===== src/hdl/fid_pkg.sv =====
// ----------------------------------------------------------------------------
// fid_pkg
// Shared constants, status codes and control types of the floor integer
// divider.
// ----------------------------------------------------------------------------
package fid_pkg;

    // Default operand width of the divider core
    localparam int DIV_WIDTH = 32;

    // Fixed widths of the channel fields
    localparam int FIELD_W  = 32;
    localparam int STATUS_W = 2;

    // Result status codes
    localparam logic [STATUS_W-1:0] ST_OK      = 2'd0;
    localparam logic [STATUS_W-1:0] ST_DIV0    = 2'd1;
    localparam logic [STATUS_W-1:0] ST_MOSTNEG = 2'd2;

    // Commands from the controller to the datapath
    typedef struct packed {
        logic load;      // capture operand magnitudes, signs and status
        logic step;      // one restoring subtract-and-shift step
        logic fix;       // floor adjust of quotient and remainder
        logic out_load;  // final sign fix into the output register
    } t_cmd;

    // Status from the datapath to the controller
    typedef struct packed {
        logic err;       // captured item has a nonzero status
    } t_stat;

endpackage


===== src/hdl/fid_if.sv =====
// ----------------------------------------------------------------------------
// fid_if
// Valid/ready channel interfaces of the divider: operand input, result
// output and configuration write.
// ----------------------------------------------------------------------------
interface fid_in_if;
    import fid_pkg::*;

    logic               valid;
    logic               ready;
    logic [FIELD_W-1:0] dividend;
    logic [FIELD_W-1:0] divisor;

    modport source (output valid, output dividend, output divisor, input ready);
    modport sink   (input valid, input dividend, input divisor, output ready);
endinterface

interface fid_out_if;
    import fid_pkg::*;

    logic                valid;
    logic                ready;
    logic [FIELD_W-1:0]  quotient;
    logic [FIELD_W-1:0]  remainder;
    logic [STATUS_W-1:0] status;

    modport source (output valid, output quotient, output remainder, output status,
                    input ready);
    modport sink   (input valid, input quotient, input remainder, input status,
                    output ready);
endinterface

interface fid_cfg_if;
    logic valid;
    logic ready;
    logic signed_mode;

    modport source (output valid, output signed_mode, input ready);
    modport sink   (input valid, input signed_mode, output ready);
endinterface


===== src/hdl/floor_integer_divider_unit.sv =====
// Sequence: an accepted item is loaded, then runs one restoring step per quotient bit,
// one floor fix-up and one output load; an error item skips the steps and the fix-up.
// The output load waits while an earlier result is not yet taken. One item at a time:
// the shared subtract-and-shift unit takes a new item only after the last is loaded.
// Reset (i_rst_n low, synchronous): controller idle, no result valid, unsigned mode.
// ----------------------------------------------------------------------------
// floor_integer_divider_unit
// Integer divider with unsigned truncating and signed floor division modes,
// returning quotient, remainder and a status code for each operand pair.
// ----------------------------------------------------------------------------
module floor_integer_divider_unit #(
    parameter int WIDTH = fid_pkg::DIV_WIDTH
) (
    input  logic       i_clk,
    input  logic       i_rst_n,
    fid_in_if.sink     i_in,
    fid_out_if.source  o_out,
    fid_cfg_if.sink    i_cfg
);
    import fid_pkg::*;

    t_cmd  cmd;
    t_stat stat;

    // Configuration is always taken
    assign i_cfg.ready = 1'b1;

    // Sequence the item
    fid_ctrl #(
        .WIDTH (WIDTH)
    ) u_ctrl (
        .i_clk       (i_clk),
        .i_rst_n     (i_rst_n),
        .i_in_valid  (i_in.valid),
        .o_in_ready  (i_in.ready),
        .i_out_ready (o_out.ready),
        .o_out_valid (o_out.valid),
        .i_stat      (stat),
        .o_cmd       (cmd)
    );

    // Compute the result
    fid_dpath #(
        .WIDTH (WIDTH)
    ) u_dpath (
        .i_clk             (i_clk),
        .i_rst_n           (i_rst_n),
        .i_cfg_we          (i_cfg.valid),
        .i_cfg_signed_mode (i_cfg.signed_mode),
        .i_dividend        (i_in.dividend),
        .i_divisor         (i_in.divisor),
        .i_cmd             (cmd),
        .o_stat            (stat),
        .o_quotient        (o_out.quotient),
        .o_remainder       (o_out.remainder),
        .o_status          (o_out.status)
    );

endmodule


===== src/hdl/fid_ctrl.sv =====
// ----------------------------------------------------------------------------
// fid_ctrl
// Controller of the divider: sequences load, the restoring steps, the floor
// fix-up and the output register, and owns the result valid flag.
// ----------------------------------------------------------------------------
module fid_ctrl #(
    parameter int WIDTH = fid_pkg::DIV_WIDTH
) (
    input  logic          i_clk,
    input  logic          i_rst_n,
    input  logic          i_in_valid,
    output logic          o_in_ready,
    input  logic          i_out_ready,
    output logic          o_out_valid,
    input  fid_pkg::t_stat i_stat,
    output fid_pkg::t_cmd  o_cmd
);
    import fid_pkg::*;

    localparam int CNT_W = $clog2(WIDTH);
    localparam logic [CNT_W-1:0] CNT_LAST = CNT_W'(WIDTH - 1);

    typedef enum logic [1:0] {
        S_IDLE,
        S_DIV,
        S_FIX,
        S_DONE
    } t_state;

    t_state           r_state, n_state;
    logic [CNT_W-1:0] r_cnt, n_cnt;
    logic             r_out_valid, n_out_valid;
    logic             out_free;

    assign out_free    = !r_out_valid || i_out_ready;
    assign o_in_ready  = (r_state == S_IDLE);
    assign o_out_valid = r_out_valid;

    // Decode commands and the next state
    always_comb begin
        n_state        = r_state;
        n_cnt          = r_cnt;
        o_cmd          = '0;
        unique case (r_state)
            S_IDLE: begin
                o_cmd.load = i_in_valid;
                n_cnt      = '0;
                if (i_in_valid) begin
                    n_state = S_DIV;
                end
            end
            S_DIV: begin
                if (i_stat.err) begin
                    n_state = S_DONE;
                end else begin
                    o_cmd.step = 1'b1;
                    n_cnt      = r_cnt + 1'b1;
                    if (r_cnt == CNT_LAST) begin
                        n_state = S_FIX;
                    end
                end
            end
            S_FIX: begin
                o_cmd.fix = 1'b1;
                n_state   = S_DONE;
            end
            S_DONE: begin
                o_cmd.out_load = out_free;
                if (out_free) begin
                    n_state = S_IDLE;
                end
            end
            default: begin
                n_state = S_IDLE;
            end
        endcase

        // Set valid on a new result, drop it once the beat is taken
        if (o_cmd.out_load) begin
            n_out_valid = 1'b1;
        end else if (i_out_ready) begin
            n_out_valid = 1'b0;
        end else begin
            n_out_valid = r_out_valid;
        end
    end

    // Hold state, step count and result valid
    always_ff @(posedge i_clk) begin
        if (!i_rst_n) begin
            r_state     <= S_IDLE;
            r_cnt       <= '0;
            r_out_valid <= 1'b0;
        end else begin
            r_state     <= n_state;
            r_cnt       <= n_cnt;
            r_out_valid <= n_out_valid;
        end
    end

endmodule


===== src/hdl/fid_dpath.sv =====
// ----------------------------------------------------------------------------
// fid_dpath
// Datapath of the divider: mode register, operand magnitudes, restoring
// remainder/quotient shift registers, floor fix-up and output register.
// ----------------------------------------------------------------------------
module fid_dpath #(
    parameter int WIDTH = fid_pkg::DIV_WIDTH
) (
    input  logic                             i_clk,
    input  logic                             i_rst_n,
    input  logic                             i_cfg_we,
    input  logic                             i_cfg_signed_mode,
    input  logic [fid_pkg::FIELD_W-1:0]      i_dividend,
    input  logic [fid_pkg::FIELD_W-1:0]      i_divisor,
    input  fid_pkg::t_cmd                    i_cmd,
    output fid_pkg::t_stat                   o_stat,
    output logic [fid_pkg::FIELD_W-1:0]      o_quotient,
    output logic [fid_pkg::FIELD_W-1:0]      o_remainder,
    output logic [fid_pkg::STATUS_W-1:0]     o_status
);
    import fid_pkg::*;

    localparam int EXT_W = (WIDTH > FIELD_W) ? WIDTH : FIELD_W;
    localparam logic [WIDTH-1:0] SIGN_BIT = {1'b1, {(WIDTH-1){1'b0}}};

    logic                r_signed_mode;
    logic [WIDTH-1:0]    r_quo;
    logic [WIDTH-1:0]    r_rem;
    logic [WIDTH-1:0]    r_mb;
    logic                r_na;
    logic                r_nb;
    logic [STATUS_W-1:0] r_status;
    logic [FIELD_W-1:0]  r_out_q;
    logic [FIELD_W-1:0]  r_out_r;
    logic [STATUS_W-1:0] r_out_st;

    logic [EXT_W-1:0]    a_ext, b_ext;
    logic [WIDTH-1:0]    a_w, b_w;
    logic                na, nb;
    logic [WIDTH-1:0]    ma, mb;
    logic [STATUS_W-1:0] status;
    logic [WIDTH:0]      shifted, diff;
    logic                adjust;
    logic [WIDTH-1:0]    q_fin, r_fin;
    logic [EXT_W-1:0]    q_ext, r_ext;

    // Keep the low WIDTH bits of each operand
    assign a_ext = EXT_W'(i_dividend);
    assign b_ext = EXT_W'(i_divisor);
    assign a_w   = a_ext[WIDTH-1:0];
    assign b_w   = b_ext[WIDTH-1:0];

    // Signs and magnitudes; signs count only in signed mode
    assign na = r_signed_mode && a_w[WIDTH-1];
    assign nb = r_signed_mode && b_w[WIDTH-1];
    assign ma = na ? (~a_w + 1'b1) : a_w;
    assign mb = nb ? (~b_w + 1'b1) : b_w;

    // Most-negative operand wins over the zero divisor
    always_comb begin
        priority if (r_signed_mode && (a_w == SIGN_BIT || b_w == SIGN_BIT)) begin
            status = ST_MOSTNEG;
        end else if (b_w == '0) begin
            status = ST_DIV0;
        end else begin
            status = ST_OK;
        end
    end

    // One restoring step: shift in the next dividend bit, trial subtract
    assign shifted = {r_rem, r_quo[WIDTH-1]};
    assign diff    = shifted - {1'b0, r_mb};

    // Round toward minus infinity when the signs differ
    assign adjust = (r_na != r_nb) && (r_rem != '0);

    // Final sign fix, zero on error
    assign q_fin = (r_status != ST_OK) ? '0 : ((r_na != r_nb) ? (~r_quo + 1'b1) : r_quo);
    assign r_fin = (r_status != ST_OK) ? '0 : (r_nb ? (~r_rem + 1'b1) : r_rem);
    assign q_ext = EXT_W'(q_fin);
    assign r_ext = EXT_W'(r_fin);

    assign o_stat.err  = (r_status != ST_OK);
    assign o_quotient  = r_out_q;
    assign o_remainder = r_out_r;
    assign o_status    = r_out_st;

    // Hold the mode register
    always_ff @(posedge i_clk) begin
        if (!i_rst_n) begin
            r_signed_mode <= 1'b0;
        end else if (i_cfg_we) begin
            r_signed_mode <= i_cfg_signed_mode;
        end
    end

    // Advance the working registers
    always_ff @(posedge i_clk) begin
        if (i_cmd.load) begin
            r_quo    <= ma;
            r_rem    <= '0;
            r_mb     <= mb;
            r_na     <= na;
            r_nb     <= nb;
            r_status <= status;
        end else if (i_cmd.step) begin
            if (!diff[WIDTH]) begin
                r_rem <= diff[WIDTH-1:0];
                r_quo <= {r_quo[WIDTH-2:0], 1'b1};
            end else begin
                r_rem <= shifted[WIDTH-1:0];
                r_quo <= {r_quo[WIDTH-2:0], 1'b0};
            end
        end else if (i_cmd.fix && adjust) begin
            r_rem <= r_mb - r_rem;
            r_quo <= r_quo + 1'b1;
        end
    end

    // Load the output register
    always_ff @(posedge i_clk) begin
        if (i_cmd.out_load) begin
            r_out_q  <= q_ext[FIELD_W-1:0];
            r_out_r  <= r_ext[FIELD_W-1:0];
            r_out_st <= r_status;
        end
    end

endmodule


===== src/flat_wrapper.sv =====
// flat-port wrapper written by rule: the top's interface ports become plain ports
module floor_integer_divider_unit_flat import fid_pkg::*;
#(
    parameter int WIDTH = fid_pkg::DIV_WIDTH
)
  (i_clk, i_rst_n, i_in_valid, i_in_dividend, i_in_divisor, i_in_ready, o_out_valid, o_out_quotient, o_out_remainder, o_out_status, o_out_ready, i_cfg_valid, i_cfg_signed_mode, i_cfg_ready);
  fid_in_if i_in_i ();
  fid_out_if o_out_i ();
  fid_cfg_if i_cfg_i ();
  input  logic i_clk;
  input  logic i_rst_n;
  input wire logic [$bits(i_in_i.valid)-1:0] i_in_valid;
  input wire logic [$bits(i_in_i.dividend)-1:0] i_in_dividend;
  input wire logic [$bits(i_in_i.divisor)-1:0] i_in_divisor;
  output wire logic [$bits(i_in_i.ready)-1:0] i_in_ready;
  output wire logic [$bits(o_out_i.valid)-1:0] o_out_valid;
  output wire logic [$bits(o_out_i.quotient)-1:0] o_out_quotient;
  output wire logic [$bits(o_out_i.remainder)-1:0] o_out_remainder;
  output wire logic [$bits(o_out_i.status)-1:0] o_out_status;
  input wire logic [$bits(o_out_i.ready)-1:0] o_out_ready;
  input wire logic [$bits(i_cfg_i.valid)-1:0] i_cfg_valid;
  input wire logic [$bits(i_cfg_i.signed_mode)-1:0] i_cfg_signed_mode;
  output wire logic [$bits(i_cfg_i.ready)-1:0] i_cfg_ready;
  assign i_in_i.valid = i_in_valid;
  assign i_in_i.dividend = i_in_dividend;
  assign i_in_i.divisor = i_in_divisor;
  assign i_in_ready = i_in_i.ready;
  assign o_out_valid = o_out_i.valid;
  assign o_out_quotient = o_out_i.quotient;
  assign o_out_remainder = o_out_i.remainder;
  assign o_out_status = o_out_i.status;
  assign o_out_i.ready = o_out_ready;
  assign i_cfg_i.valid = i_cfg_valid;
  assign i_cfg_i.signed_mode = i_cfg_signed_mode;
  assign i_cfg_ready = i_cfg_i.ready;
  floor_integer_divider_unit #(.WIDTH(WIDTH)) u_core (.i_clk(i_clk), .i_rst_n(i_rst_n), .i_in(i_in_i), .o_out(o_out_i), .i_cfg(i_cfg_i));
endmodule

===== config.mk =====
export PLATFORM = sky130hd
export DESIGN_NAME = floor_integer_divider_unit_flat
export DESIGN_NICKNAME = d
export VERILOG_FILES = /design/src/hdl/fid_pkg.sv /design/src/hdl/fid_if.sv /design/src/hdl/floor_integer_divider_unit.sv /design/src/hdl/fid_ctrl.sv /design/src/hdl/fid_dpath.sv /design/src/flat_wrapper.sv
export SDC_FILE = /design/constraint.sdc
export NUM_CORES = 1
export LEC_CHECK = 0
export ABC_CLOCK_PERIOD_IN_PS = 6110
export BUFFER_PORTS_ARGS = -buffer_cell sky130_fd_sc_hd__buf_2
export CELL_PAD_IN_SITES_DETAIL_PLACEMENT = 1
export CELL_PAD_IN_SITES_GLOBAL_PLACEMENT = 1
export CORE_AREA = 2 2 179 181
export CTS_BUF_LIST = sky130_fd_sc_hd__clkbuf_4 sky130_fd_sc_hd__clkbuf_8
export CTS_CLUSTER_DIAMETER = 40
export DETAILED_ROUTE_END_ITERATION = 6
export DIE_AREA = 0 0 181 183
export HOLD_SLACK_MARGIN = 0.05
export PLACE_DENSITY_LB_ADDON = 0.1
export SLEW_MARGIN = 25
export SYNTH_ARGS = -nofsm -noshare
export SYNTH_HDL_FRONTEND = slang
export SYNTH_SLANG_ARGS = --single-unit

===== constraint.sdc =====
create_clock -name i_clk -period 6.11 [get_ports i_clk]
set_clock_uncertainty 0.15 [all_clocks]
set_input_delay 1.222 -clock i_clk [delete_from_list [all_inputs] [get_ports i_clk]]
set_output_delay 1.222 -clock i_clk [all_outputs]
set_load 0.02 [all_outputs]

==> Word level (Yosys, flattened, before mapping) <==
Cells that the tools add are included.
{ "word_totals": {"register_bits": 175, "in_bits": 70, "out_inout_bits": 69, "wordCells": 80} }
{ "classes": {"add_sub_neg": 8, "n_eq_ne": 11, "muxes": 26, "bitwise": 4, "reduce_logical": 18} }
{ "op_table": {"columns": ["cell", "n"], "rows": [
  ["$mux W32", 10],
  ["$add A32 B1 Y32 const B", 5],
  ["$not A32 Y32", 4],
  ["$eq A32 B32 Y1 const B", 2],
  ["$sub A33 B32 Y33", 1],
  ["$logic_not A32 Y1", 1],
  ["$reduce_bool A32 Y1", 1],
  ["$sub A32 B32 Y32", 1],
  ["$pmux W5 S2", 1],
  ["$mux W1", 9],
  ["$mux W2", 4],
  ["$pmux W2 S4", 1],
  ["$reduce_bool A2 Y1", 4],
  ["$ne A2 B2 Y1 const B", 3],
  ["$add A5 B1 Y5 const B", 1],
  ["$eq A5 B5 Y1 const B", 1],
  ["$logic_and A1 B1 Y1", 5],
  ["$mux W5", 1],
  ["$eq A2 B2 Y1 const B", 2],
  ["$ne A3 B2 Y1 const B", 1],
  ["$reduce_and A3 Y1", 1],
  ["$reduce_bool A3 Y1", 1],
  ["$eq A2 B1 Y1 const B", 1],
  ["$logic_not A2 Y1", 1],
  ["4 further kinds", 5]
]} }

==> Logic depth before layout (Yosys ltp) <==
Gate-level depths: netlist (run 1).
{ "depth": {"word_depth": 6, "mapped_depth": 14, "mapped_depth_nobuf": 13} }

==> By module <==
A second synthesis (run 1) with hierarchy kept.
{ "hier_totals": {"hier_cells": 1626, "area_unflattened_um2": 13693.1} }
{ "modules_own_cells": {"columns": ["mod", "instances", "cells_each", "area_each_um2", "seq_area_each_um2"], "rows": [
  ["fid_dpath", 1, 1565, 13185.1, 4684.5],
  ["fid_ctrl", 1, 59, 496.7, 160.2],
  ["floor_integer_divider_unit", 1, 2, 11.3, 0.0]
]} }

==> Worst setup path before layout (run 1) <==
OpenSTA, ideal clock, no wires.
{ "synth_path": {"kind": "input-to-reg", "start": "in o_out_ready", "end": "reg u_core.u_dpath.r_out_q[0], in the netlist u_core.u_dpath.o_quotient[0], enable pin", "setup_ps": 498, "arrival_ps": 4224, "required_time_ps": 5462, "setup_slack_ps": 1238, "stages": 2, "n_path_buf": 0, "path_cell_list": "nor2b_1 > nor2b_1"} }
{ "synth_rtl": {"columns": ["item", "line", "text"], "rows": [
  ["start, declared", "flat_wrapper.sv:20", "input wire logic [$bits(o_out_i.ready)-1:0] o_out_ready;"],
  ["end signal, assigned", "fid_dpath.sv:123", "r_out_q <= q_ext[FIELD_W-1:0];"],
  ["end, declared", "fid_dpath.sv:33", "logic [FIELD_W-1:0] r_out_q;"]
]} }

==> Worst setup path after layout (run 1) <==
{ "layout_path": {"start": "reg u_core.u_dpath.r_rem[0]", "end": "reg u_core.u_dpath.r_rem[16]"} }
{ "layout_via": {"elab_chain_cells": 4, "elab_cells_between_ends": 9, "cone_classes": "add/sub: 2; mux: 3; reduce/logical: 4"} }
{ "layout_rtl": {"columns": ["item", "line", "text"], "rows": [
  ["start, declared", "fid_dpath.sv:28", "logic [WIDTH-1:0] r_rem;"],
  ["start signal, assigned", "fid_dpath.sv:108", "r_rem <= diff[WIDTH-1:0];"],
  ["start signal, assigned", "fid_dpath.sv:111", "r_rem <= shifted[WIDTH-1:0];"],
  ["start signal, assigned", "fid_dpath.sv:115", "r_rem <= r_mb - r_rem;"],
  ["parallel branches: the longest is 4 deep, another holds $sub A33 B32 Y33", null, null]
]} }
Several ways; the timed one is not identified. The select of a mux whose other input is x is not followed.
A chain may end at the register's enable or synchronous reset.

==> summary.md, run 1 <==
| Metric | Value |
|---|---|
| Logic gate share of total power | `about 63%` |
| CP required | `6.39 ns` |
| Post-synth net total | `between 1.5k and 2k` |
| Status | `complete, no violations` |
| Type of origin of the critical path | `flop` |
| CP Capture Type | `flop` |
| Worst-path clk slew | `0.10 ns` |
| Main flop type after synthesis | `edfxtp_1` |
| Lkg Pwr | `5.96 nW` |
| RSZ-0062 raised after global routing | `false` |
| Num rows | `65` |
| Post-synthesis cell count | `between 1.5k and 2k` |
| Largest net degree at the start of global routing | `61` |
| Max Fclk | `224 MHz` |
| DRC viols | `0` |
| Gr usage total | `26.7%` |
| Slowest stage delay, CP | `0.73 ns` |
| Layout cells sized above 1 | `12.5%` |
| Sequential share of power | `27.5%` |
| CP max FO | `38` |
| Max transition margin | `33.7%` |
| Max-cap violations | `0` |
| Least-Margin Pin Slew | `0.991 ns` |
| Fillers | `3821` |
| Initial Utilization | `between 40 and 50%` |
| Area grow syn2layout | `9.70%` |
| Layout Nets | `~1.9k` |
| Slew Viols, Final | `0` |
| Post-synth EDFFs | `about 130` |
| Reg-to-reg slack, setup | `1.65 ns` |
| IO Pins | `139` |
| Min Tclk post-route | `4.46 ns` |
| Clock buffer count from CTS | `17` |
| Setup_tns | `0 ns` |
| Clock Latency Late Sink | `0.52 ns` |
| Placed cells | `2151` |
| GPL Wtd Cong | `0.875` |
| FF+latch count, synth | `around 180` |
| ANT cells | `0` |
| CP arrival | `4.74 ns` |
| Hold Path Depth | `0` |
| Die width | `181 um` |
| Worst VDD drop | `0.000197 V` |
| Post-CTS Hold Fix Bufs | `0` |
| Antenna violations before repair | `0` |
| Port Buffers | `137` |
| Mapped cell area | `13900 um^2` |
| H-tree depth | `4` |
| Root Driver | `clkbuf_8` |
| First-pass GRT wire length | `70.1 mm` |
| Async SR Flop Fraction | `0%` |
| Power per cell area | `554 nW/um^2` |
| Via count of the routed design | `about 13k` |
| Via-to-Cell Ratio | `5.91` |
| Post-synthesis sequential area ratio | `34.9%` |
| CTS Buffer Depth | `2` |
| DP HPWL | `33.8 mm` |
| PostCTS Resize Cnt | `0` |
| DR WL/cell | `around 20 um` |
| Hold Path Class | `flop to flop` |
| Net Sw Frac | `around half` |
| Clock power share | `9.8%` |
| Worst path cell trace | `inv_1, fa_1, nand2b_1, a21oi_1, o211ai_1, o2111ai_1, a31oi_2, xnor2_2, buf_4, mux2i_1, nor2_1, nor4_1` |
| Total wire length | `44.4 mm` |
| Hold Path Origin | `u_core.u_dpath.r_status[0]$_SDFFCE_PP0P_` |
| Core ar. | `between 30000 and 40000 um^2` |
| Hold endpoint | `u_core.u_dpath.o_status[0]$_DFFE_PP_` |
| Switching pwr | `between 4 and 5 mW` |
| Synth Warn # | `0` |
| CP max stage cell | `xnor2_2` |
| Vias in the first global route | `about 13k` |
| Reg2reg start | `u_core.u_dpath.r_rem[0]$_SDFFE_PP0P_` |
| Die height | `roughly 180 um` |
| Grt ovf | `0` |
| Postcts setup bufs | `0` |
| Reg-to-Reg End | `u_core.u_dpath.r_rem[16]$_SDFFE_PP0P_` |
| FF-to-FF path depth | `12` |
| Setup CP Type | `flop to flop` |
| Initial DRC count | `785` |
| Delay-heaviest family, CP | `compound AO/OA/AOI/OAI gates` |
| Period utilisation layout | `between 70 and 80%` |
| Layout Cells excl Fill | `2183` |
| First drt pass iteration count | `5` |
| Post-Syn Area per Cell | `8.27 um^2` |
| Cell variety after synth | `76` |
| DIE AREA | `between 30000 and 40000 um^2` |
| Post-route antenna net violation count | `0` |
| CP Buf/Inv Count | `2` |
| Pint | `4.11 mW` |
| Final setup vio count | `0` |
| CTS tree | `done` |
| Final Hold Fails | `0` |
| Sink Count | `175` |
## per-stage QoR
stage	total power, mW	utilization [%]	hold slack (ns)	worst slack, ns	cell area (um^2)
6_report	8.44	48.8	0.362	1.65	15200
5_1_grt	9.10	48.8	0.380	1.21	15200
4_1_cts	8.42	48.8	0.364	1.61	15200
3_5_place_dp	7.56	47.6	0.338	1.63	14900
3_3_place_gp	7.40	47.6	0.345	1.84	14900
2_1_floorplan	6.10	-	0.292	1.24	13900
## power by group through the flow
stage | sequential (mW) | combinational, mW | clock (mW)
2_1_floorplan | 2.13 | 3.98 | 0
3_3_place_gp | 2.31 | 5.09 | 0
3_5_place_dp | 2.33 | 5.23 | 0
4_1_cts | 2.30 | 5.27 | 0.846
5_1_grt | 2.37 | 5.85 | 0.880
6_report | 2.32 | 5.30 | 0.825
## kinds of logic (layout without fill, tap and decap cells)
kind of cell / Yosys count / count (layout) / share of synthesized area [%]
AOI/OAI and AO/OA: 495 / 495 / 21.8
xor gates and xnor gates: 171 / 171 / 10.8
adders and majority gates: 76 / 76 / 6.95
buffers and inverters: 176 / 277 / 5.10
DFF: 175 / 175 / 34.9
muxes: 13 / 13 / 0.936
other: 1 / 1 / 0.0270
and+or+nand+nor: 573 / 573 / 19.5
## area by class of cell
class / instances / area, um^2 / area share [%]
sequential: 175 / 4840 / 31.8
timing repair buffer: 155 / 821 / 5.38
multi-input combinational: 1329 / 8370 / 54.9
clock buffer: 18 / 241 / 1.58
tap: 402 / 503 / 3.30
clock inverter: 14 / 133 / 0.870
inverter: 90 / 338 / 2.22
## cells in the mapped netlist (21+ instances only)
cell type | number | area share (%)
nand3_1 | 39 | 1.4
or3_1 | 22 | 0.99
a31oi_1 | 21 | 0.95
nor3_1 | 36 | 1.3
nand2_1 | 168 | 4.5
a21oi_1 | 165 | 5.9
o31ai_1 | 27 | 1.5
inv_1 | 88 | 2.4
xnor2_1 | 112 | 7.1
clkbuf_1 | 60 | 1.6
edfxtp_1 | 134 | 29
a211oi_1 | 22 | 1.2
dfxtp_1 | 41 | 5.9
ha_1 | 74 | 6.7
nor2_1 | 178 | 4.8
o21ai_0 | 125 | 4.5
xor2_1 | 59 | 3.7
a21o_1 | 28 | 1.5
o211ai_1 | 22 | 1.2
## metal layers
metal	vias up	GRT usage, %	share of wire, %
li1	6214	-	-
met1	6350	35.7	46
met3	60	2.70	3.8
met5	-	0	0
met4	0	8.55	2.3
met2	272	45.7	48
## flip-flops by register name, summed over array words and instances (netlist names), 5 cells and up
| name | cells |
|---|---|
| u_core.u_dpath.r_rem | 32 |
| u_core.u_dpath.r_quo | 32 |
| u_core.u_ctrl.r_cnt | 5 |
| u_core.u_dpath.r_mb | 32 |
| u_core.u_dpath.o_quotient | 32 |
| u_core.u_dpath.o_remainder | 32 |
## worst max-delay path by stage
stage	slack (ns)	from	cells past startpoint	endpoint
floorplan	1.24	o_out_ready	2	u_core.u_dpath.o_quotient[0]$_SDFFCE_PN0P_
global placement	1.84	u_core.u_dpath.r_quo[31]$_DFFE_PP_	13	u_core.u_dpath.r_rem[16]$_SDFFE_PP0P_
detailed placement	1.63	u_core.u_dpath.r_rem[0]$_SDFFE_PP0P_	12	u_core.u_dpath.r_rem[16]$_SDFFE_PP0P_
CTS	1.61	u_core.u_dpath.r_rem[0]$_SDFFE_PP0P_	12	u_core.u_dpath.r_rem[16]$_SDFFE_PP0P_
global route	1.21	u_core.u_dpath.r_rem[0]$_SDFFE_PP0P_	12	u_core.u_dpath.r_rem[16]$_SDFFE_PP0P_
finish	1.65	u_core.u_dpath.r_rem[0]$_SDFFE_PP0P_	12	u_core.u_dpath.r_rem[16]$_SDFFE_PP0P_
## cell usage in the layout (no fill, tap or decap), types with 4 or more instances in the layout
cell and count:
nor4_1 13, a21o_1 28, a21boi_0 5, and2_1 5, or4_1 6, dfxtp_1 41, a31oi_1 21, buf_4 18
xor2_1 59, clkbuf_8 17, edfxtp_1 134, o21bai_1 4, nand2b_1 16, nand3b_1 4, a211oi_1 22, or3_1 22
nor3b_1 6, o21ai_1 9, a32oi_1 4, xnor2_1 111, inv_1 87, nand4_1 17, clkinv_4 4, buf_2 137
nand3_1 39, nand2_1 166, o31ai_1 27, inv_6 4, mux2i_1 13, and3_1 19, o21ai_0 125, nor3_1 36
ha_1 74, nor2_1 178, or2_2 8, a21oi_1 165, o21a_1 12, o41ai_1 10, nor2b_1 18, o211ai_1 22
Power figures use the tool's default switching activity.
==> run 2: changes to the inputs <==
Settings changed: ABC_CLOCK_PERIOD_IN_PS 6110 to 3900, CORE_AREA 2 2 179 181 to 2 2 185 187, DIE_AREA 0 0 181 183 to 0 0 187 189.
Clock period 6.11 ns to 3.9 ns, I/O delays scaled along.
==> run 2 against run 1 <==
  * First-iteration DRC count decreased by 9.6%
  * Final cell count rose by 3.1%
  * Clock-buffer cell count unchanged
  * Worst setup slack got worse by 1.3 ns
  * Sequential power grew 52%
  * Flip-flop and latch count is the same
  * Wire length up 0.34%
  * Design area up 1.9%
  * Combinational power grew 62%
  * Via count barely moved
  * Critical endpoint unchanged
==> summary.md, run 2 (synthesized netlist as in run 1, its figures left out) <==
| Metric | Value |
|---|---|
| Die width | `187 um` |
| CTS Buffer Depth | `2` |
| Layout Nets | `1936` |
| Clock buffer count from CTS | `17` |
| Finished Core Util | `46.7%` |
| Gr usage total | `25.2%` |
| Port Buffers | `137` |
| Max transition margin | `41.6%` |
| Initial DRC count | `710` |
| Hold Path Origin | `u_core.u_dpath.r_status[0]$_SDFFCE_PP0P_` |
| First-pass GRT wire length | `70.3 mm` |
| Sink Count | `175` |
| Setup_tns | `0 ns` |
| Reg-to-reg slack, setup | `0.35 ns` |
| Antenna violations before repair | `1` |
| Hold Path Class | `flop to flop` |
| Area grow syn2layout | `11.8%` |
| FF-to-FF path depth | `12` |
| Type of origin of the critical path | `flop` |
| Min Tclk post-route | `3.55 ns` |
| Total wire length | `44.6 mm` |
| Worst-path clk slew | `0.11 ns` |
| Via-to-Cell Ratio | `approximately 5.7` |
| Most common cell after layout, fill and taps aside | `nor2_1` |
| Reg2reg start | `u_core.u_dpath.r_rem[0]$_SDFFE_PP0P_` |
| Via count of the routed design | `12.9k` |
| Vias in the first global route | `12.8k` |
| CP arrival | `3.80 ns` |
| Power per cell area | `between 800 and 900 nW/um^2` |
| Hold Path Depth | `0` |
| Layout cells sized above 1 | `13.6%` |
| Worst VDD drop | `0.000406 V` |
| Most frequent cells in the layout | `178 x nor2_1, 166 x nand2_1, 164 x a21oi_1` |
| Clock Latency Late Sink | `0.52 ns` |
| ANT cells | `0` |
| RSZ-0062 raised after global routing | `false` |
| Max Fclk | `between 200 and 300 MHz` |
| Largest net degree at the start of global routing | `60` |
| Die height | `around 190 um` |
| WHS | `0.351 ns` |
| GPL Wtd Cong | `slightly below 0.9` |
| Period utilisation layout | `around 91%` |
| Post-CTS Hold Fix Bufs | `0` |
| First drt pass iteration count | `5` |
| Slew Viols, Final | `0` |
| CP required | `4.15 ns` |
| H-tree depth | `4` |
| Lkg Pwr | `6.09 nW` |
| CTS tree | `done` |
| Setup CP Type | `flop to flop` |
| DR WL/cell | `around 20 um` |
| Max-cap violations | `0` |
| Initial Utilization | `41.8%` |
| Hold endpoint | `u_core.u_dpath.o_status[0]$_DFFE_PP_` |
| Root Driver | `clkbuf_8` |
| IO Pins | `139` |
| Grt ovf | `0` |
| DRC viols | `0` |
| Status | `complete, no violations` |
| Final Hold Fails | `0` |
| Core ar. | `33300 um^2` |
| CP max FO | `41` |
| Post-route antenna net violation count | `0` |
| DP HPWL | `34.6 mm` |
| Reg-to-Reg End | `u_core.u_dpath.r_rem[16]$_SDFFE_PP0P_` |
| CP Capture Type | `flop` |
| Least-Margin Pin Slew | `0.873 ns` |
| DIE AREA | `35300 um^2` |
| Final setup vio count | `0` |
| Num rows | `67` |
## run 2: through the flow
stage               power (mW)  worst slack, ns  cell area (um^2)  cells
floorplan                 9.56            0.628             13900   1680
global placement          11.8            0.402             15100   2219
detailed placement        12.0            0.245             15100   2219
CTS                       13.5            0.192             15500   2251
global route              14.6          0.00764             15500   2251
finish                    13.5            0.348             15500   2251
## run 2: area by class of cell
cell class	count	area [um^2]
fill	4070	17700
clock buffer	18	248
sequential	175	4840
multi-input combinational	1329	8380
inverter	90	338
timing repair buffer	177	1010
clock inverter	14	156
tap	448	561
## run 2: how the worst max path moves through the flow
| stage | startpoint | to | slack (ns) | depth (start not counted) |
|---|---|---|---|---|
| 4_1_cts | u_core.u_dpath.r_rem[0]$_SDFFE_PP0P_ | u_core.u_dpath.r_rem[16]$_SDFFE_PP0P_ | 0.19 | 12 |
| 6_report | u_core.u_dpath.r_rem[0]$_SDFFE_PP0P_ | u_core.u_dpath.r_rem[16]$_SDFFE_PP0P_ | 0.35 | 12 |
| 3_5_place_dp | u_core.u_dpath.r_rem[0]$_SDFFE_PP0P_ | u_core.u_dpath.r_rem[16]$_SDFFE_PP0P_ | 0.24 | 12 |
| 3_3_place_gp | u_core.u_dpath.r_quo[31]$_DFFE_PP_ | u_core.u_dpath.r_rem[16]$_SDFFE_PP0P_ | 0.40 | 13 |
| 2_1_floorplan | u_core.u_dpath.r_quo[31]$_DFFE_PP_ | u_core.u_dpath.r_quo[0]$_DFFE_PP_ | 0.63 | 13 |
| 5_1_grt | u_core.u_dpath.r_rem[0]$_SDFFE_PP0P_ | u_core.u_dpath.r_rem[16]$_SDFFE_PP0P_ | 0.008 | 12 |
## run 2: timing repair
item / in CTS / in global routing
buffers inserted: 0 / 0
setup endpoints to repair: 0 / 2
gates resized for setup: 0 / 2
## run 2: where the power goes
part           switching (mW)  leakage, nW  total (mW)  internal [mW]
Sequential              0.688         1.60        3.53           2.85
Clock                   0.764        0.198        1.36          0.595
Combinational            5.36         4.29        8.60           3.24
Total                    6.81         6.09        13.5           6.68
## run 2: layer usage
metal	GRT usage [%]	up-vias	wire length, um
li1	-	6247	-
met1	33.6	6333	20900
met2	42.5	254	21200
met3	3.54	51	1650
met4	7.14	2	815
met5	0	-	13
## run 2: critical path, cell delays in order (launching register included)
cell	delay, ns
dfxtp_1	0.50
inv_1	0.16
fa_1	0.45
nand2b_1	0.21
a21oi_2	0.24
o211ai_1	0.20
o2111ai_2	0.27
a31oi_2	0.17
xnor2_2	0.24
buf_12	0.25
mux2i_1	0.22
nor2_1	0.06
nor4_1	0.28
==> run 3: changes to the inputs <==
Settings changed: CAP_MARGIN from default to 20, CORE_AREA 2 2 185 187 to 2 2 184 186, DIE_AREA 0 0 187 189 to 0 0 186 188, SYNTH_HIERARCHICAL from default to 1.
==> run 3 against run 2 <==
  * Global-route usage fell by 0.26 points
  * Hold slack got worse by 0.049 ns
  * Maximum frequency fell by 6.5%
  * Area after synthesis fell by 1.5%
  * Wire length fell by 3.5%
  * Power fell by 14%
  * Clock-buffer cell count rose by 1
==> summary.md, run 3 <==
| Metric | Value |
|---|---|
| Multiplexer share of the synthesized area | `1.57%` |
| Num rows | `67` |
| Synth cell count leaders | `183 x nor2_1, 173 x a21oi_1, 134 x edfxtp_1` |
| First drt pass iteration count | `5` |
| Final setup vio count | `0` |
| Setup_tns | `0 ns` |
| FF+latch count, synth | `175` |
| Setup CP Type | `flop to flop` |
| Max Fclk | `263 MHz` |
| Via count of the routed design | `12.5k` |
| Gr usage total | `24.9%` |
| Core ar. | `33100 um^2` |
| Reg2reg start | `u_core/u_dpath/r_rem[2]$_SDFFE_PP0P_` |
| Post-synthesis sequential area ratio | `a little over a third` |
| Post-synthesis simple-gate area fraction | `17.4%` |
| Reg-to-reg slack, setup | `around 0.10 ns` |
| H-tree depth | `4` |
| Hold Path Depth | `0` |
| Post-synthesis adder-cell area fraction | `7.15%` |
| First-pass GRT wire length | `68.6 mm` |
| FF-to-FF path depth | `10` |
| Reg-to-Reg End | `u_core/u_dpath/o_remainder[29]$_SDFFCE_PP0P_` |
| Die width | `186 um` |
| Post-synthesis cell count | `~1.6k` |
| Antenna violations before repair | `0` |
| Min Tclk post-route | `roughly 3.8 ns` |
| Hold Path Class | `flop to flop` |
| Layout cells sized above 1 | `15.1%` |
| CP arrival | `3.88 ns` |
| Mapped cell area | `about 14000 um^2` |
| DRC viols | `0` |
| Most frequent cell after synthesis | `nor2_1` |
| Post-route antenna net violation count | `0` |
| Status | `complete, no violations` |
| Largest family of logic cells by synthesized area | `compound AO/OA/AOI/OAI gates` |
| Post-synthesis compound-gate area fraction | `between 20% and 30%` |
| Initial DRC count | `799` |
| Largest net degree at the start of global routing | `74` |
| Most common cell after layout, fill and taps aside | `nor2_1` |
| Area grow syn2layout | `13.8%` |
| Most frequent cells in the layout | `183 x nor2_1, 172 x a21oi_1, 137 x buf_2` |
| Xor/xnor share of the synthesized area | `11.3%` |
| Worst-path clk slew | `0.10 ns` |
| Layout Nets | `1894` |
| Hold endpoint | `u_core/u_dpath/o_status[0]$_DFFE_PP_` |
| Post-Syn Area per Cell | `8.42 um^2` |
| Top cell type's share of synthesized area | `29.4%` |
| Synth top area cells | `edfxtp_1 29%, xnor2_1 7.7%, ha_1 6.9%` |
| Root Driver | `clkbuf_8` |
| Least-Margin Pin Slew | `0.979 ns` |
| Hold Path Origin | `u_core/u_dpath/r_status[0]$_SDFFCE_PP0P_` |
| IO Pins | `139` |
| Lkg Pwr | `6.19 nW` |
| CP Capture Type | `flop` |
| GPL Wtd Cong | `between 0.8 and 0.9` |
| Sink Count | `~180` |
| Yosys top cell by area | `edfxtp_1` |
| Async SR Flop Fraction | `0%` |
| Final Hold Fails | `0` |
| CTS Buffer Depth | `2` |
| CTS tree | `done` |
| DR WL/cell | `19.5 um` |
| Power per cell area | `741 nW/um^2` |
| Max transition margin | `34.8%` |
| Period utilisation layout | `97.4%` |
| Post-synth net total | `approximately 1.8k` |
| DIE AREA | `approximately 35000 um^2` |
| Post-synth EDFFs | `~130` |
| Vias in the first global route | `12.7k` |
| Total wire length | `43.0 mm` |
| Clock Latency Late Sink | `0.49 ns` |
| Max-cap violations | `0` |
| Worst VDD drop | `about 0.00026 V` |
| Cell variety after synth | `73` |
| Setup crit start | `u_core/u_dpath/r_rem[2]$_SDFFE_PP0P_` |
| CP required | `3.98 ns` |
| Initial Utilization | `about two fifths` |
| Slew Viols, Final | `0` |
| Synth Warn # | `6` |
| Die height | `188 um` |
| ANT cells | `0` |
| Post-CTS Hold Fix Bufs | `0` |
| Via-to-Cell Ratio | `5.68` |
| Grt ovf | `0` |
| Clock buffer count from CTS | `17` |
| Main flop type after synthesis | `edfxtp_1` |
| CP max FO | `4` |
| DP HPWL | `33.4 mm` |
| RSZ-0062 raised after global routing | `false` |
| Port Buffers | `137` |
| Overall power | `11.5 mW` |
| Type of origin of the critical path | `flop` |
==> run 3: metal layers <==
| metal | GRT usage [%] | vias up | wire length [um] |
|---|---|---|---|
| met5 | 0 | - | 0 |
| met4 | 7.66 | 0 | 982 |
| met3 | 2.68 | 48 | 1650 |
| met2 | 38.6 | 275 | 19100 |
| met1 | 36.2 | 6112 | 21200 |
| li1 | - | 6098 | - |
==> run 3: how the worst max path moves through the flow <==
stage,end,slack (ns),cells past startpoint
finish,u_core/u_dpath/o_remainder[29]$_SDFFCE_PP0P_,0.10,10
global route,u_core/u_dpath/o_remainder[29]$_SDFFCE_PP0P_,0.007,10
CTS,u_core/u_dpath/o_remainder[29]$_SDFFCE_PP0P_,0.07,10
detailed placement,u_core/u_dpath/r_rem[24]$_SDFFE_PP0P_,0.04,14
global placement,u_core/u_dpath/o_remainder[29]$_SDFFCE_PP0P_,0.13,10
floorplan,u_core/u_dpath/r_quo[0]$_DFFE_PP_,0.02,8
==> run 3: where the power goes <==
group | total (mW) | switching (mW) | internal, mW
clock | 1.32 | 0.713 | 0.602
combinational | 6.91 | 4.16 | 2.75
sequential | 3.31 | 0.571 | 2.74
==> run 3: through the flow <==
step / hold WS [ns] / cells / util, % / setup slack [ns] / cell area, um^2
CTS: 0.303 / 2208 / 46.9 / 0.0721 / 15500
global route: 0.332 / 2208 / 47.1 / 0.00657 / 15600
detailed placement: 0.291 / 2176 / 45.7 / 0.0408 / 15100
global placement: 0.271 / 2176 / 45.7 / 0.131 / 15100
finish: 0.302 / 2208 / 47.1 / 0.102 / 15600
floorplan: 0.267 / 1626 / - / 0.0201 / 13700
==> run 3: timing repair <==
action | in CTS | in global routing
buffers inserted | 0 | 0
hold endpoints to repair | 0 | 0
resized for setup | 1 | 10
endpoints found under the setup margin | 1 | 29
==> run 3: worst max-delay path, cell delays in order, from the launching register on <==
cell and delay [ns]:
dfxtp_1 0.33, or3_1 0.39, or3_4 0.36, or3_4 0.37, or3_4 0.37, or4_4 0.43, or2_4 0.25, or4_4 0.46
o41ai_4 0.23, xnor2_1 0.15, nor2_1 0.05
==> run 3: area by class of cell <==
cell class              instances  area [um^2]
inverters                     101          382
well taps                     448          561
fillers                      4006        17500
repair buffers                198         1220
clock inverters                13          138
clock buffers                  19          262
flip-flops and latches        175         4840
multi-input cells            1254         8180
==> run 3: kinds of logic (layout without fill, tap and decap cells) <==
group,Yosys count,count (layout)
AND/OR/NAND/NOR,503,503
multiplexers,21,21
XOR/XNOR,176,176
adder cells (fa/ha/maj),77,77
buffers and inverters,197,331
other,1,1
AO/OA/AOI/OAI,476,476
flip-flops,175,175
